==> config.mk <==
export PLATFORM = sky130hd
export DESIGN_NAME = rpa_cordic
export DESIGN_NICKNAME = d
export VERILOG_FILES = /design/src/hdl/rpa_pkg.sv /design/src/hdl/rpa_cordic.sv
export SDC_FILE = /design/constraint.sdc
export NUM_CORES = 2
export LEC_CHECK = 0
export BUFFER_PORTS_ARGS = -buffer_cell sky130_fd_sc_hd__clkbuf_2
export CAP_MARGIN = 20
export CORE_ASPECT_RATIO = 1.25
export CORE_MARGIN = 10
export CORE_UTILIZATION = 30
export CTS_BUF_LIST = sky130_fd_sc_hd__clkbuf_4 sky130_fd_sc_hd__clkbuf_8 sky130_fd_sc_hd__clkbuf_16
export CTS_CLUSTER_SIZE = 28
export DETAILED_ROUTE_END_ITERATION = 16
export MAX_ROUTING_LAYER = met4
export PLACE_DENSITY = 0.48
export SYNTH_ARGS = -nofsm -noshare
export SYNTH_HDL_FRONTEND = slang
export SYNTH_SLANG_ARGS = --single-unit
==> constraint.sdc <==
create_clock -name clk -period 7.9 [get_ports clk]
set_input_delay 1.58 -clock clk [delete_from_list [all_inputs] [get_ports clk]]
set_output_delay 1.58 -clock clk [all_outputs]
set_load 0.1 [all_outputs]
==> src/hdl/rpa_pkg.sv <==
// Shared constants and the arctangent table of the sine/cosine pipeline.
package rpa_pkg;

  localparam int CORDIC_STEPS = 16;
  localparam int CORDIC_XW    = 34;
  localparam int CORDIC_ZW    = 21;
  localparam int SC_W         = 18;
  localparam int CORDIC_LAT   = CORDIC_STEPS + 2;

  localparam logic signed [CORDIC_XW-1:0] CORDIC_GAIN  = 34'sd652032874;
  localparam logic signed [16:0]          PI_Q13       = 17'sd25736;
  localparam logic signed [16:0]          TWO_PI_Q13   = 17'sd51472;
  localparam logic signed [CORDIC_ZW-1:0] HALF_PI_Q16  = 21'sd102944;
  localparam logic signed [CORDIC_ZW-1:0] PI_Q16       = 21'sd205887;

  function automatic logic signed [CORDIC_ZW-1:0] atan_q16(input int step);
    logic signed [CORDIC_ZW-1:0] v;
    case (step)
      0:  v = 21'sd51472;
      1:  v = 21'sd30385;
      2:  v = 21'sd16055;
      3:  v = 21'sd8150;
      4:  v = 21'sd4091;
      5:  v = 21'sd2047;
      6:  v = 21'sd1024;
      7:  v = 21'sd512;
      8:  v = 21'sd256;
      9:  v = 21'sd128;
      10: v = 21'sd64;
      11: v = 21'sd32;
      12: v = 21'sd16;
      13: v = 21'sd8;
      14: v = 21'sd4;
      15: v = 21'sd2;
      default: v = '0;
    endcase
    return v;
  endfunction

endpackage

==> src/hdl/rpa_cordic.sv <==
// Pipelined CORDIC sine and cosine, one iteration per stage, Q16 results.
module rpa_cordic import rpa_pkg::*; (
  input  logic                   clk,
  input  logic                   ce,
  input  logic signed [15:0]     angle,
  output logic signed [SC_W-1:0] cos_q16,
  output logic signed [SC_W-1:0] sin_q16
);

  logic signed [CORDIC_XW-1:0] x [0:CORDIC_STEPS];
  logic signed [CORDIC_XW-1:0] y [0:CORDIC_STEPS];
  logic signed [CORDIC_ZW-1:0] z [0:CORDIC_STEPS];
  logic                        neg [0:CORDIC_STEPS];

  logic signed [16:0]          a_wrap;
  logic signed [CORDIC_ZW-1:0] z_in;
  logic signed [CORDIC_ZW-1:0] z_fold;
  logic                        neg_fold;
  logic signed [CORDIC_XW-1:0] xf;
  logic signed [CORDIC_XW-1:0] yf;
  logic signed [CORDIC_XW-1:0] xr;
  logic signed [CORDIC_XW-1:0] yr;

  always_comb begin
    a_wrap = {angle[15], angle};
    if (a_wrap > PI_Q13) begin
      a_wrap = a_wrap - TWO_PI_Q13;
    end else if (a_wrap < -PI_Q13) begin
      a_wrap = a_wrap + TWO_PI_Q13;
    end
    z_in = {a_wrap[16], a_wrap, 3'b000};
    z_fold = z_in;
    neg_fold = 1'b0;
    if (z_in > HALF_PI_Q16) begin
      z_fold = z_in - PI_Q16;
      neg_fold = 1'b1;
    end else if (z_in < -HALF_PI_Q16) begin
      z_fold = z_in + PI_Q16;
      neg_fold = 1'b1;
    end
  end

  always_ff @(posedge clk) begin
    if (ce) begin
      x[0]   <= CORDIC_GAIN;
      y[0]   <= '0;
      z[0]   <= z_fold;
      neg[0] <= neg_fold;
    end
  end

  for (genvar i = 0; i < CORDIC_STEPS; i++) begin : g_step
    always_ff @(posedge clk) begin
      if (ce) begin
        neg[i+1] <= neg[i];
        if (z[i] >= 0) begin
          x[i+1] <= x[i] - (y[i] >>> i);
          y[i+1] <= y[i] + (x[i] >>> i);
          z[i+1] <= z[i] - atan_q16(i);
        end else begin
          x[i+1] <= x[i] + (y[i] >>> i);
          y[i+1] <= y[i] - (x[i] >>> i);
          z[i+1] <= z[i] + atan_q16(i);
        end
      end
    end
  end

  always_comb begin
    xf = neg[CORDIC_STEPS] ? -x[CORDIC_STEPS] : x[CORDIC_STEPS];
    yf = neg[CORDIC_STEPS] ? -y[CORDIC_STEPS] : y[CORDIC_STEPS];
    xr = (xf + 34'sd8192) >>> 14;
    yr = (yf + 34'sd8192) >>> 14;
  end

  always_ff @(posedge clk) begin
    if (ce) begin
      cos_q16 <= xr[SC_W-1:0];
      sin_q16 <= yr[SC_W-1:0];
    end
  end

endmodule

== After elaboration in Yosys (flattened, before gate mapping) ==
Memories as Yosys holds them, arrays and structs flattened.
Index checks and enable logic that the tools add are counted.
Word-level totals
  flip-flop bits (word level): 36
  bits in writable memories: 1530
  input port bits: 18
  output and inout port bits: 36
  logic and storage cells: 331
  memories kept: 4
Memory list
  x: depth 17, width 34, rd ports 17, clocked after Yosys merged registers in 0, wr ports 17, RTL line rpa_cordic.sv:10  | logic signed [CORDIC_XW-1:0] x [0:CORDIC_STEPS];
  y: depth 17, width 34, rd ports 17, clocked after Yosys merged registers in 0, wr ports 17, RTL line rpa_cordic.sv:11  | logic signed [CORDIC_XW-1:0] y [0:CORDIC_STEPS];
  z: depth 17, width 21, rd ports 16, clocked after Yosys merged registers in 0, wr ports 17, RTL line rpa_cordic.sv:12  | logic signed [CORDIC_ZW-1:0] z [0:CORDIC_STEPS];
  neg: depth 17, width 1, rd ports 17, clocked after Yosys merged registers in 0, wr ports 17, RTL line rpa_cordic.sv:13  | logic neg [0:CORDIC_STEPS];
Operators by class
  $add $sub $neg: 103
  $lt $le $gt $ge: 20
  multiplexer cells: 154
  bitwise logic cells: 48
Operator list (count)
  34-bit 2-to-1 mux: 32
  21-bit 2-to-1 mux: 18
  21-bit by 1-bit greater-or-equal comparator with 1-bit output (second input constant): 16
  1-bit 2-to-1 mux: 100
  34-bit by 19-bit adder with 34-bit output: 2
  34-bit by 20-bit adder with 34-bit output: 2
  34-bit by 21-bit adder with 34-bit output: 2
  34-bit by 22-bit adder with 34-bit output: 2
  34-bit by 23-bit adder with 34-bit output: 2
  34-bit by 24-bit adder with 34-bit output: 2
  34-bit by 25-bit adder with 34-bit output: 2
  34-bit by 26-bit adder with 34-bit output: 2
  34-bit by 27-bit adder with 34-bit output: 2
  34-bit by 28-bit adder with 34-bit output: 2
  34-bit by 29-bit adder with 34-bit output: 2
  34-bit by 30-bit adder with 34-bit output: 2
  34-bit by 31-bit adder with 34-bit output: 2
  34-bit by 32-bit adder with 34-bit output: 2
  34-bit by 33-bit adder with 34-bit output: 2
  34-bit by 19-bit subtractor with 34-bit output: 2
  34-bit by 20-bit subtractor with 34-bit output: 2
  34-bit by 21-bit subtractor with 34-bit output: 2
  34-bit by 22-bit subtractor with 34-bit output: 2
  34-bit by 23-bit subtractor with 34-bit output: 2
  other kinds (55): 119

== Logic depth before layout (Yosys ltp) ==
  depth in word-level cells: 6
  gate-level depth with buffers: 21
  depth with buffers taken out: 21

== Least setup slack after synthesis ==
No wires, ideal clock.
  path type: input port to flip-flop
  start: input ce
  end: memory x[5][30], data pin
  setup time: 0.268 ns
  arrival: 6.111 ns
  required time: 7.632 ns
  slack: 1.521 ns
  stages on the path: 19
  buffers on the path: 4
  cell sequence: clkbuf_1 -> clkbuf_1 -> nand2_1 -> inv_1 -> clkbuf_1 -> buf_1 -> nor2_1 -> xor2_1 -> ha_1 -> a211oi_1 -> nor2_1 -> o21a_1 -> o41a_1 -> a31o_2 -> a221o_1 -> a221oi_2 -> o221ai_1 -> a2111oi_0 -> nor3_1
RTL lines
  start, declared: RTL line rpa_cordic.sv:4  | input logic ce,
  end, declared: RTL line rpa_cordic.sv:10

==> metrics.cfg <==
[die]
floorplan.initialDensity=0.301
dieArea_um2=395000
row_count=249
die_y_um=700
core_region_area_um2=368000
die_width_um=564
io_pins=54

[global_routing]
antenna_found_initial=1
grt_pass1_vias=84629
met2_usage=0.303
grt_pass1_wl_um=481000
gr-max-usage-layer=met2
gr-total-overflow=0
grtUsageMet3=0.0150
grt_max_degree=131
track_usage=0.155
met1_usage=0.154

[detailed_routing]
wirelength_um=307000
num_vias=83779
ant_nets=0
drtPass1Iterations=5
wire_per_inst_um=18.5
drc_errors=0
first_iter_violations=4150
via_per_inst=5.04

[synth]
synth_edf_count=1339
ys_async_sr_fraction=0
ys_ff_latch=1339
yosysWarnings=0
syn_area_um2=111000
synth_nets=12739
yosysSeqAreaShare=0.362
synth.avg_cell_area_um2=9.65
netlist-cell-type-count=99
synth_ff_type=edfxtp_1
synth_cells=11494

[critical_path]
startpoint_type=input pin
path_max_fanout=64
crit_path_cell_trace=buf_12 -> and2_1 -> buf_4 -> nor2_1 -> xnor2_1 -> ha_1 -> o21ai_0 -> a21boi_0 -> o21ai_0 -> a2111oi_0 -> nor2_1 -> o41ai_1 -> a211oi_1 -> o31a_1 -> o21bai_1 -> xnor2_1
worstPathRequired_ns=8.47
end_kind=flop
crit_path_top_delay_cell=a2111oi_0
critPathMaxStageDelay_ns=0.90
worstSetupPathType=in2reg
worstPathArrival_ns=6.65

[clock_network]
htree_levels=4
clk_pin_slew_ns=0.06
clock_latency_ns=0.87
root_buffer=clkbuf_16
cts_max_path_buffers=4
cts_setup_buffers=0
cts_tree=built
cts.sinks=1339
cts-hold-fix-buffers=0
ctsResizeCount=0
cts_buffers=169

[final_layout]
fillers=38050
syn_to_final_growth_pct=10.8
final_cell_mix=edfxtp_1 (1339), xnor2_1 (1193), ha_1 (1183)
drive_gt1_frac=0.0475
fin_nets=12845
final_common_cell=edfxtp_1

[worst_hold_path]
hp-class=reg2reg

[placed_design]
dp_hpwl_um=248000
globalplace.congestion=0.916
portBuffers=53

[run]
maxCapViolations=0

[run_status]
status=completed

[timing]
slew_headroom=0.209
slew_viol_final=0
grt_setup_unrepaired=no
min_period_over_period=0.770
fmax_mhz=164
period_minus_slack_ns=6.08
worstMarginPinSlew_ns=1.16
hold_violations=0
finClkSkew_ns=0.0580
setup_viol=0
fin_setup_tns_ns=0

layer usage:
metal | up-vias | share of wire
met4 | 0 | 0.054
li1 | 42725 | -
met3 | 593 | 0.024
met2 | 1130 | 0.55
met1 | 39331 | 0.37
met5 | - | 0
registers in the layout, summed over array words and instances (netlist names):
name	flops
z	296
cos_q16	18
sin_q16	18
neg	16
y	509
x	482
metrics by stage:
stage	cells	utilization	hold WS, ns	setup slack (ns)	cell area, µm²
finish	16630	0.334	0.414	1.82	123000
floorplan	11494	-	0.400	1.52	111000
detailed placement	16323	0.318	0.405	0.956	117000
global route	16630	0.334	0.418	1.35	123000
global placement	16322	0.318	0.400	0.848	117000
CTS	16625	0.334	0.416	1.79	123000
critical path: cells and delay by family:
kind / cells / cell delay (ns)
compound gates: 8 / 3.02
simple gates: 3 / 0.69
buf+inv: 2 / 0.64
fa+ha+maj: 1 / 0.33
xor+xnor: 2 / 0.22
worst paths after layout:
check	startpoint	endpoint	slack (ns)	depth (start not counted)
max reg2reg	x[8][13]$_DFFE_PP_	y[9][32]$_DFFE_PP_	1.83	16
max	ce	y[11][33]$_DFFE_PP_	1.82	16
min reg2reg	z[7][3]$_DFFE_PP_	z[8][3]$_DFFE_PP_	0.41	0
min	z[7][3]$_DFFE_PP_	z[8][3]$_DFFE_PP_	0.41	0
final cells by class:
cell class	count	area, µm²	area share
multi-input combinational	9435	68000	0.553
inverter	508	1910	0.0155
tap	4894	6120	0.0498
antenna	5	12.5	0.000102
sequential	1339	40200	0.327
clock inverter	111	1230	0.0100
clock buffer	191	4390	0.0358
timing repair buffer	147	1010	0.00823
Yosys cell counts (all sizes together) (68+ instances only):
| cell type | n | share of area |
|---|---|---|
| xnor2 | 1193 | 0.094 |
| a31oi | 92 | 0.0052 |
| ha | 1183 | 0.13 |
| a21oi | 1157 | 0.052 |
| clkbuf | 173 | 0.0059 |
| nor2b | 170 | 0.0096 |
| a21o | 462 | 0.031 |
| and2 | 68 | 0.0038 |
| inv | 501 | 0.017 |
| nand3 | 206 | 0.0093 |
| nor2 | 904 | 0.031 |
| o21ai | 599 | 0.027 |
| nor3 | 288 | 0.013 |
| nor4 | 85 | 0.0049 |
| o21a | 182 | 0.012 |
| or3 | 107 | 0.0061 |
| xor2 | 561 | 0.044 |
| nand2b | 192 | 0.011 |
| nand2 | 636 | 0.022 |
| a211oi | 88 | 0.0060 |
| o21bai | 144 | 0.0097 |
| edfxtp | 1339 | 0.36 |
| o31ai | 111 | 0.0075 |
| and3 | 89 | 0.0050 |
kinds of logic (layout without fill, tap and decap cells):
kind of cell / Yosys count / count (layout) / share of synthesized area
compound gates: 3335 / 3335 / 0.190
xor+xnor: 1754 / 1754 / 0.138
fa+ha+maj: 1227 / 1227 / 0.141
buf+inv: 720 / 957 / 0.0245
flops: 1339 / 1339 / 0.362
mux: 114 / 114 / 0.0109
other cells: 0 / 5 / 0
simple gates: 3005 / 3005 / 0.132
Power is not shown: default switching activity piles up to over one toggle a cycle in this logic, so the estimate is an artifact.
